<file path="config.mk">
export PLATFORM = sky130hd
export DESIGN_NAME = block_bit_interleaver
export DESIGN_NICKNAME = d
export VERILOG_FILES = /design/src/hdl/bbi_pkg.sv /design/src/hdl/bbi_cell.sv /design/src/hdl/block_bit_interleaver.sv
export SDC_FILE = /design/constraint.sdc
export NUM_CORES = 1
export LEC_CHECK = 0
export BUFFER_PORTS_ARGS = -buffer_cell sky130_fd_sc_hd__buf_2
export CORE_ASPECT_RATIO = 2
export CORE_MARGIN = 2
export CORE_UTILIZATION = 64
export DETAILED_ROUTE_END_ITERATION = 10
export PLACE_DENSITY = 0.89
export SYNTH_ARGS = -nofsm -noshare
export SYNTH_HDL_FRONTEND = slang
export SYNTH_SLANG_ARGS = --single-unit
</file>
<file path="constraint.sdc">
create_clock -name clk -period 3.4 [get_ports clk]
set_clock_uncertainty 0.1 [all_clocks]
set_input_delay 0 -clock clk [delete_from_list [all_inputs] [get_ports clk]]
set_output_delay 0 -clock clk [all_outputs]
set_load 0.005 [all_outputs]
</file>
<file path="src/hdl/bbi_pkg.sv">
// Package for the block bit interleaver: beat types, cell control struct,
// state encoding and the row-width decode. No dependencies.
`default_nettype none

package bbi_pkg;

	localparam int DATA_W       = 8;
	localparam int CFG_W        = 4;
	localparam int MAX_ROWS_DEF = 64;

	localparam logic [CFG_W-1:0] BPR_RESET = 4'd8;

	typedef struct packed {
		logic [DATA_W-1:0] row_byte;
		logic              last_row;
	} item_t;

	typedef struct packed {
		logic [DATA_W-1:0] out_word;
		logic              last_word;
		logic              truncated;
	} result_t;

	// Broadcast control for the row of cells
	typedef struct packed {
		logic load;
		logic rotate;
		logic clear;
	} ctl_t;

	typedef enum logic {
		ST_IDLE,
		ST_EMIT
	} state_t;

	// Width minus one; a width outside 1..8 means 8
	function automatic logic [2:0] width_m1(input logic [CFG_W-1:0] bpr);
		logic [2:0] w;
		if (bpr == 4'd0 || bpr > 4'd8) begin
			w = 3'd7;
		end else begin
			w = 3'(bpr - 4'd1);
		end
		return w;
	endfunction

endpackage

`default_nettype wire

</file>
<file path="src/hdl/bbi_cell.sv">
// One cell of the row chain: holds one stored row and its valid flag.
// Depends on bbi_pkg for the control struct and data width.
`default_nettype none

module bbi_cell (
	input  logic                      clk,
	input  logic                      arst_n,
	input  bbi_pkg::ctl_t             ctl,
	input  logic [bbi_pkg::DATA_W-1:0] data,
	input  logic                      prev_valid,
	input  logic                      next_valid,
	input  logic [bbi_pkg::DATA_W-1:0] next_row,
	input  logic [bbi_pkg::DATA_W-1:0] head_row,
	output logic                      valid,
	output logic [bbi_pkg::DATA_W-1:0] row
);
	import bbi_pkg::*;

	logic              valid_q;
	logic [DATA_W-1:0] row_q;
	logic              capture;

	// The first empty cell takes the broadcast row
	assign capture = ctl.load && !valid_q && prev_valid;

	always_ff @(posedge clk or negedge arst_n) begin
		if (!arst_n) begin
			valid_q <= 1'b0;
		end else if (ctl.clear) begin
			valid_q <= 1'b0;
		end else if (capture) begin
			valid_q <= 1'b1;
		end
	end

	// Rotate towards the head; the last filled cell takes the head row back
	always_ff @(posedge clk) begin
		if (capture) begin
			row_q <= data;
		end else if (ctl.rotate && valid_q) begin
			row_q <= next_valid ? next_row : head_row;
		end
	end

	assign valid = valid_q;
	assign row   = row_q;

endmodule

`default_nettype wire

</file>
<file path="src/hdl/block_bit_interleaver.sv">
// Top level of the block bit interleaver: chain of row cells, readout
// sequencer and word packer. Depends on bbi_pkg and bbi_cell.
//
//  channel  | handshake               | payload
//  ---------+-------------------------+------------------------------------
//  input    | start / busy            | item   (row_byte, last_row)
//  output   | result_strobe (1 cycle) | result (out_word, last_word, truncated)
//  config   | cfg_we                  | cfg_wdata (bits_per_row)
//
// Flow: a row beat is taken when start is high while idle; the beat marked
// last_row also starts readout of b * n bits (b bits per row, n stored rows),
// one bit per cycle out of the head cell of the chain, with busy high for
// the whole readout. A word leaves each time b bits have been packed.
// Reset: arst_n clears the state, counts and cell valid flags; row data is
// not cleared. The receiver cannot stall: each word is shown for one cycle.
`default_nettype none

module block_bit_interleaver #(
	parameter int MAX_ROWS = bbi_pkg::MAX_ROWS_DEF
) (
	input  logic                      clk,
	input  logic                      arst_n,
	input  logic                      start,
	input  bbi_pkg::item_t            item,
	output logic                      busy,
	input  logic                      cfg_we,
	input  logic [bbi_pkg::CFG_W-1:0] cfg_wdata,
	output bbi_pkg::result_t          result,
	output logic                      result_strobe
);
	import bbi_pkg::*;

	localparam int CNT_W = $clog2(MAX_ROWS + 1);

	state_t            state_q, state_d;
	ctl_t              ctl;
	logic [CFG_W-1:0]  bpr_q;
	logic [CNT_W-1:0]  count_q;
	logic              ovf_q;
	logic [CNT_W-1:0]  n_q;
	logic [CNT_W-1:0]  r_q;
	logic [2:0]        col_q;
	logic [2:0]        bm1_q;
	logic [2:0]        filled_q;
	logic [DATA_W-1:0] acc_q;
	logic              trunc_q;
	result_t           result_q;
	logic              strobe_q;

	logic              accept;
	logic              full;
	logic              head_bit;
	logic [DATA_W-1:0] acc_next;
	logic              row_wrap;
	logic              last_bit;
	logic              word_done;

	logic [DATA_W-1:0] row_w   [MAX_ROWS];
	logic              valid_w [MAX_ROWS];

	// ---------------------------------------------------------------
	// Row chain: a beat is broadcast and lands in the first empty cell,
	// so row r of the block sits in cell r. During readout the chain
	// rotates by one each cycle, the head row wrapping to the last
	// filled cell, so the head walks the rows in arrival order.
	// ---------------------------------------------------------------
	for (genvar i = 0; i < MAX_ROWS; i++) begin : g_cell
		logic              prev_v;
		logic              next_v;
		logic [DATA_W-1:0] next_r;

		if (i == 0) begin : g_first
			assign prev_v = 1'b1;
		end else begin : g_mid
			assign prev_v = valid_w[i-1];
		end

		if (i == MAX_ROWS - 1) begin : g_last
			assign next_v = 1'b0;
			assign next_r = '0;
		end else begin : g_inner
			assign next_v = valid_w[i+1];
			assign next_r = row_w[i+1];
		end

		bbi_cell u_cell (
			.clk        (clk),
			.arst_n     (arst_n),
			.ctl        (ctl),
			.data       (item.row_byte),
			.prev_valid (prev_v),
			.next_valid (next_v),
			.next_row   (next_r),
			.head_row   (row_w[0]),
			.valid      (valid_w[i]),
			.row        (row_w[i])
		);
	end

	// ---------------------------------------------------------------
	// Readout bookkeeping
	// ---------------------------------------------------------------
	assign accept    = start && (state_q == ST_IDLE);
	assign full      = (count_q == CNT_W'(MAX_ROWS));
	assign head_bit  = row_w[0][col_q];
	assign acc_next  = {acc_q[DATA_W-2:0], head_bit};
	assign row_wrap  = (r_q == n_q - CNT_W'(1));
	assign last_bit  = row_wrap && (col_q == 3'd0);
	assign word_done = (filled_q == bm1_q);

	// Next state
	always_comb begin
		state_d = state_q;
		unique case (state_q)
			ST_IDLE: begin
				if (start && item.last_row) begin
					state_d = ST_EMIT;
				end
			end
			ST_EMIT: begin
				if (last_bit) begin
					state_d = ST_IDLE;
				end
			end
			default: state_d = ST_IDLE;
		endcase
	end

	// State outputs: cell control and busy
	always_comb begin
		ctl  = '0;
		busy = 1'b0;
		unique case (state_q)
			ST_IDLE: begin
				ctl.load = start;
			end
			ST_EMIT: begin
				busy       = 1'b1;
				ctl.rotate = 1'b1;
				ctl.clear  = last_bit;
			end
			default: begin
				busy = 1'b0;
			end
		endcase
	end

	// Control registers
	always_ff @(posedge clk or negedge arst_n) begin
		if (!arst_n) begin
			state_q  <= ST_IDLE;
			bpr_q    <= BPR_RESET;
			count_q  <= '0;
			ovf_q    <= 1'b0;
			strobe_q <= 1'b0;
			r_q      <= '0;
			col_q    <= '0;
			filled_q <= '0;
		end else begin
			state_q  <= state_d;
			strobe_q <= 1'b0;
			if (cfg_we) begin
				bpr_q <= cfg_wdata;
			end
			if (accept) begin
				// Count the row in, or drop it and mark the block truncated
				if (!full) begin
					count_q <= count_q + CNT_W'(1);
				end else begin
					ovf_q <= 1'b1;
				end
				if (item.last_row) begin
					r_q      <= '0;
					col_q    <= width_m1(bpr_q);
					filled_q <= '0;
				end
			end
			if (state_q == ST_EMIT) begin
				// Advance row within the column, then drop to the next column
				if (row_wrap) begin
					r_q   <= '0;
					col_q <= col_q - 3'd1;
				end else begin
					r_q <= r_q + CNT_W'(1);
				end
				if (word_done) begin
					filled_q <= '0;
					strobe_q <= 1'b1;
				end else begin
					filled_q <= filled_q + 3'd1;
				end
				if (last_bit) begin
					count_q <= '0;
					ovf_q   <= 1'b0;
				end
			end
		end
	end

	// Payload registers: sample width, row total and truncation at the
	// final row, then pack bits into the accumulator
	always_ff @(posedge clk) begin
		if (accept && item.last_row) begin
			n_q     <= full ? count_q : count_q + CNT_W'(1);
			trunc_q <= ovf_q || full;
			bm1_q   <= width_m1(bpr_q);
			acc_q   <= '0;
		end
		if (state_q == ST_EMIT) begin
			if (word_done) begin
				acc_q              <= '0;
				result_q.out_word  <= acc_next;
				result_q.last_word <= last_bit;
				result_q.truncated <= trunc_q;
			end else begin
				acc_q <= acc_next;
			end
		end
	end

	assign result        = result_q;
	assign result_strobe = strobe_q;

	// ---------------------------------------------------------------
	// Checks
	// ---------------------------------------------------------------
	a_strobe_from_emit: assert property (@(posedge clk) disable iff (!arst_n)
		result_strobe |-> $past(busy))
		else $error("word strobe without a readout cycle before it");

	a_last_ends_block: assert property (@(posedge clk) disable iff (!arst_n)
		(result_strobe && result.last_word) |-> !busy)
		else $error("final word shown while readout still running");

	a_last_row_starts: assert property (@(posedge clk) disable iff (!arst_n)
		(start && !busy && item.last_row) |=> busy)
		else $error("final row beat did not start readout");

	a_count_bound: assert property (@(posedge clk) disable iff (!arst_n)
		count_q <= CNT_W'(MAX_ROWS))
		else $error("row count beyond chain length");

	a_head_valid: assert property (@(posedge clk) disable iff (!arst_n)
		busy |-> valid_w[0])
		else $error("readout from an empty head cell");

endmodule

`default_nettype wire
</file>
==> results of run 1 <==
[cells in the final DEF, fill, tap and decap left out, types with 19 or more instances in the layout]
master,netlist,final
nor2_2,70,70
clkbuf_16,0,55
nor2_1,78,78
a21o_1,63,63
nand2_1,583,583
buf_4,0,91
buf_2,1,27
o21ai_0,505,505
a21oi_1,74,74
mux2i_1,501,501
dfrtp_1,90,89
mux2_2,19,19
edfxtp_1,540,540
[cell families after synthesis]
group                    Yosys count  share of synthesized area [%]
buffers and inverters            279                           3.53
adder cells (fa/ha/maj)            8                          0.313
flip-flops                       631                           57.9
AND/OR/NAND/NOR                  776                           10.1
AO/OA/AOI/OAI                    657                           10.9
XOR/XNOR                          24                          0.682
multiplexers                     522                           16.5
[layer usage]
layer | wire length, µm | vias up | part of all wire [%]
li1 | - | 10200 | -
met1 | 26400 | 11100 | 32
met2 | 43300 | 1328 | 53
met3 | 6500 | 444 | 7.9
met4 | 6270 | 0 | 7.6
met5 | 0 | - | 0
[final timing paths]
path / cells after the start / endpoint / slack, ps
worst max-delay path: 9 / count_q[2]$_DFF_PN0_ / 480
worst min-delay path: 3 / g_cell[14].u_cell.row[3]$_DFFE_PP_ / 100
worst max register to register: 9 / count_q[2]$_DFF_PN0_ / 480
worst min register to register: 0 / result[9]$_DFFE_PP_ / 330
max in group asynchronous: 4 / g_cell[45].u_cell.valid$_DFFE_PN0P_ / 2150
min in group asynchronous: 3 / bpr_q[3]$_DFFE_PN1P_ / 450
[report_power, final]
group	internal [µW]	switching (µW)	total [µW]
Combinational	2190	4280	6470
Sequential	9880	426	10300
Clock	3440	2850	6290
[tightest hold or removal path, cell delays in order]
cell     delay (ps)
buf_2           410
nand2_1         150
o21ai_0          70
[sequential cells by signal, indices dropped and copies added (netlist names)]
signal / flops
acc_q: 7
bm1_q: 3
bpr_q: 4
col_q: 3
count_q: 7
filled_q: 3
g_cell.u_cell.row: 512
g_cell.u_cell.valid: 64
n_q: 7
ovf_q: 1
r_q: 7
result: 10
result_strobe: 1
state_q: 1
trunc_q: 1
[per-stage QoR]
step                      util (%)  hold slack (ps)
final                         70.4             98.7
after global routing          70.4             95.1
after CTS                     70.4             63.5
after detailed placement      66.4             8.55
after global placement        66.4            -6.29
after floorplan                  -             -396
[timing repair]
action | in CTS | in global routing
endpoints found under the hold margin | 91 | 0
hold buffers | 18 | 0
setup buffers | 0 | 0
setup endpoints to repair | 0 | 0
[cell type report]
| cell class | count | area, µm² | area share (%) |
|---|---|---|---|
| clock inverter | 27 | 249 | 0.719 |
| inverter | 11 | 41.3 | 0.119 |
| sequential | 631 | 18500 | 53.4 |
| multi-input combinational | 1987 | 12300 | 35.6 |
| tap | 643 | 805 | 2.32 |
| timing repair buffer | 146 | 1220 | 3.51 |
| clock buffer | 69 | 1510 | 4.36 |
==> metrics.yaml, run 1 <==
status: "completed"
final_cells: 3514
wl_um: 82500
post_drt_wl_per_cell_um: 23.5
ys.flop_type: "edfxtp_1"
yosys.area.top_type_share_pct: 50.8
post-route-drc-count: 0
rsz0062_at_grt: "false"
tritoncts: "built"
yosysTopAreaCell: "edfxtp_1"
fmax_ghz: 0.342
final.setup.tns_ps: 0
postPlaceCellArea_um2: 32700
p_leak_uw: 0.0111
fin_crit_sh_pct: 86.0
grt_use_total_pct: 31.6
drive_gt1_share_pct: 11.2
clkLatencyLatePin_ps: 600
p_total_uw: 23100
layout_setup_ws_ps: 477
ant_nets: 0
required_ps: 3750
maxCapViolations: 0
synth-async-reset-ratio_pct: 14.4
clock-sinks: 631
max_slew_margin_pct: 25.5
fp-row-count: 115
syn_area_per_cell_um2: 11.0
clockBufferDepth: 3
stdcell_area_um2: 34600
gr-usage-met2_pct: 57.3
diodes: 0
post-place-ws_ps: 558
syn_nets: 2922
portBuffers: 28
crit_path_top_delay_cell: "nor4_4"
synth-edff-count: 540
synthTopCellsByCount: "583 x nand2_1, 540 x edfxtp_1, 505 x o21ai_0"
place_inst: 3400
timing_hold_violations_final: 0
numCtsBuffers: 53
coreArea_um2: 49200
r2r-start: "n_q[0]$_DFFE_PP_"
die_w_um: 162
min_from: "item[4]"
grt_antenna_before_repair: 0
critPathBufInv: 2
yosysWarnings: 0
avgViaCountPerCell: 6.55
grtUsageMet1_pct: 33.4
synth.area.top_cells: "edfxtp_1 51%, mux2i_1 16%, o21ai_0 7.9%"
fp.dieArea_um2: 51800
die_y_um: 320
root_buffer: "clkbuf_16"
busiest_layer: "met2"
p_per_area_nw_per_um2: 666
crit_path_end_kind: "flop"
met3_usage_pct: 4.32
clk_pin_slew_worst_paths_ps: 70
crit_chain: "inv_1 -> ha_1 -> xor2_1 -> o211ai_1 -> a211oi_2 -> o21ai_2 -> nor4_4 -> buf_12 -> a311oi_1"
pin_count: 29
max_stage_delay_ps: 770
start_util_pct: 64.9
worstMarginPinSlew_ps: 1120
yosysUniqueCellTypes: 50
area_delta_synth_final_pct: 8.47
yosysMostFrequentCell: "nand2_1"
vias: 23000
dr.pass1.iters: 8
num-nets-final: 2855
hold_class: "in -> reg"
synthCells: 2897
period_needed_ps: 2920
post_cts_resized: 0
worstPathArrival_ps: 3280
ys_seq_elements: 631
netlist_area_um2: 31900
n_fill_cell: 3194
crit_start: "n_q[0]$_DFFE_PP_"
crit_path_start_kind: "flop"
h-tree-depth: 2
slew_violations: 0
final-setup-viol-count: 0
grt_max_degree: 65
yosysSeqAreaShare_pct: 57.9
crit_family: "simple AND/OR/NAND/NOR gates"
drt_first_iter_violations: 2291
vdd_ir_drop_max_v: 0.00128
grt_pass1_wl_um: 127000
critical_path_class: "reg -> reg"
critical_path.max_fanout: 22
grt_overflow: 0
place_congestion: 0.895
dp_hpwl_um: 48700
grt_pass1_vias: 23900
(Power assumes the default switching activity.)
==> inputs of run 2 (changes only) <==
- CORE_UTILIZATION: 64 -> 69
- PLACE_DENSITY: 0.89 -> 0.95
- clock period: 3.4 -> 3.6 ns (I/O delays scaled with it)
==> run 2 against run 1 <==
  * Register-to-register slack gained 410 ps
  * Hold slack gained 25 ps
  * Largest power group unchanged
  * Sequential share of layout area grew 0.33 points
  * Worst setup slack gained 410 ps
  * Critical path depth is the same
  * Count of clock-buffer cells in the layout grew 6
==> metrics.yaml, run 2 (synthesis gave the netlist of run 1 again) <==
dr_wl_met2_um: 41800  # was 43,300 µm
ant_nets: 0  # unchanged
maxCapViolations: 0  # unchanged
cts_setup_buffers: 0  # unchanged
status: "completed"  # unchanged
slew_violations: 0  # unchanged
p_clk_share_pct: 27.6  # was 27.3%
coreArea_um2: 45800  # was 49,200 µm²
clk_pin_slew_worst_paths_ps: 70  # about the same
vdd_ir_drop_max_v: 0.00161  # was 0.00128 V
post_drt_wl_per_cell_um: 24.1  # was 23.5 µm
fp-row-count: 111  # was 115
start_util_pct: 69.7  # was 64.9%
final_common_cell: "nand2_1"  # unchanged
critical_path.max_fanout: 73  # was 22
rsz0062_at_grt: "false"  # unchanged
largest_reg_flops: 512  # unchanged
place_inst: 3313  # was 3,400
wl_met3_um: 8460  # was 6500 µm
clkLatencyLatePin_ps: 610  # was 600 ps
tritoncts: "built"  # unchanged
vias: 23300  # was 23,000
dp_hpwl_um: 46900  # was 48,700 µm
grt_max_degree: 120  # was 65
numCtsBuffers: 52  # was 53
drt_first_iter_violations: 2671  # was 2,291
portBuffers: 28  # unchanged
grt_overflow: 0  # unchanged
grt_antenna_before_repair: 0  # unchanged
p_int_uw: 14700  # was 15,500 µW
clock-sinks: 631  # unchanged
dr.max_layer_used: "met4"  # unchanged
p_leak_uw: 0.0111  # about the same
die_y_um: 308  # was 320 µm
final.setup.tns_ps: 0  # unchanged
area_delta_synth_final_pct: 7.81  # was 8.47%
grt_pass1_vias: 24300  # was 23,900
fp.dieArea_um2: 48100  # was 51,800 µm²
fmax_ghz: 0.369  # was 0.342 GHz
hold_class: "in -> reg"  # unchanged
worstMarginPinSlew_ps: 1220  # was 1120 ps
critical_path_class: "reg -> reg"  # unchanged
diodes: 0  # unchanged
avgViaCountPerCell: 6.79  # was 6.55
combPwrFrac_pct: 27.7  # was 28.0%
required_ps: 3960  # was 3750 ps
die_w_um: 156  # was 162 µm
post-route-drc-count: 0  # unchanged
wl_um: 82600  # was 82,500 µm
drive_gt1_share_pct: 10.5  # was 11.2%
num-nets-final: 2850  # was 2,855
p_per_area_nw_per_um2: 632  # was 666 nW/µm²
final_cells: 3432  # was 3,514
root_buffer: "clkbuf_16"  # unchanged
wl_met1_um: 25500  # was 26,400 µm
crit_path_start_kind: "flop"  # unchanged
p_switching_uw: 7030  # was 7550 µW
swShare_pct: 32.3  # was 32.8%
final-setup-viol-count: 0  # unchanged
h-tree-depth: 2  # unchanged
period_needed_ps: 2710  # was 2920 ps
place_congestion: 0.861  # was 0.895
max_slew_margin_pct: 18.7  # was 25.5%
worstPathArrival_ps: 3070  # was 3280 ps
timing_hold_violations_final: 0  # unchanged
crit_path_end_kind: "flop"  # unchanged
dr.pass1.iters: 6  # was 8
pin_count: 29  # unchanged
postPlaceCellArea_um2: 32400  # was 32,700 µm²
clockBufferDepth: 3  # unchanged
grt_use_total_pct: 34.9  # was 31.6%
grt_pass1_wl_um: 130000  # was 127,000 µm
seq_power_share_pct: 44.6  # was 44.7%
fin_crit_sh_pct: 75.4  # was 86.0%
stdcell_area_um2: 34400  # was 34,600 µm²
final_cell_mix: "583 x nand2_1, 540 x edfxtp_1, 505 x o21ai_0"  # unchanged
==> run 2: worst paths after layout <==
kind / from / end / slack, ps / cells after the start
setup / recovery: n_q[0]$_DFFE_PP_ / g_cell[18].u_cell.valid$_DFFE_PN0P_ / 890 / 9
hold / removal: cfg_we / bpr_q[0]$_DFFE_PN0P_ / 120 / 3
setup reg to reg: n_q[0]$_DFFE_PP_ / g_cell[18].u_cell.valid$_DFFE_PN0P_ / 890 / 9
hold reg to reg: trunc_q$_DFFE_PP_ / result[0]$_DFFE_PP_ / 330 / 0
max in group asynchronous: arst_n / g_cell[22].u_cell.valid$_DFFE_PN0P_ / 2450 / 4
min in group asynchronous: arst_n / g_cell[35].u_cell.valid$_DFFE_PN0P_ / 500 / 4
==> run 2: power by group through the flow <==
stage | registers, µW | logic (µW) | clock network (µW)
after floorplan | 9660 | 3830 | 0
after global placement | 9820 | 5270 | 0
after detailed placement | 9850 | 5670 | 0
after CTS | 9700 | 5860 | 5990
after global routing | 9750 | 6470 | 6230
final | 9710 | 6030 | 6000
==> run 2: stage by stage <==
stage	power [µW]	hold WS [ps]	worst slack (ps)	util, %
floorplan	13500	-396	1200	-
global placement	15100	-51.5	967	70.7
detailed placement	15500	-38.8	966	70.7
CTS	21600	115	943	75.1
global route	22500	139	723	75.1
finish	21700	123	887	75.1
==> run 2: critical path: stages, from the launching register on <==
cell and delay (ps):
edfxtp_1 450, inv_1 80, ha_1 300, xor2_1 160
o211ai_1 120, a211oi_2 230, o21ai_2 130, nor4_4 300
buf_12 470, nor2_2 90
==> run 2: timing repair <==
item,in CTS,in global routing
hold buffers,23,0
hold endpoints to repair,190,0
resized for setup,0,0
==> run 2: metal layers <==
layer | GRT usage [%] | vias to the layer above
met4 | 25.3 | 0
met1 | 38.4 | 10900
met5 | 0 | -
met3 | 5.93 | 559
li1 | - | 10200
met2 | 60.6 | 1667
==> run 2: final cells by class <==
cell class | instances | area (µm²)
flip-flops and latches | 631 | 18500
multi-input cells | 1987 | 12300
clock buffers | 75 | 1470
repair buffers | 142 | 1100
fillers | 2458 | 11400
well taps | 565 | 707
inverters | 11 | 41.3
clock inverters | 21 | 292
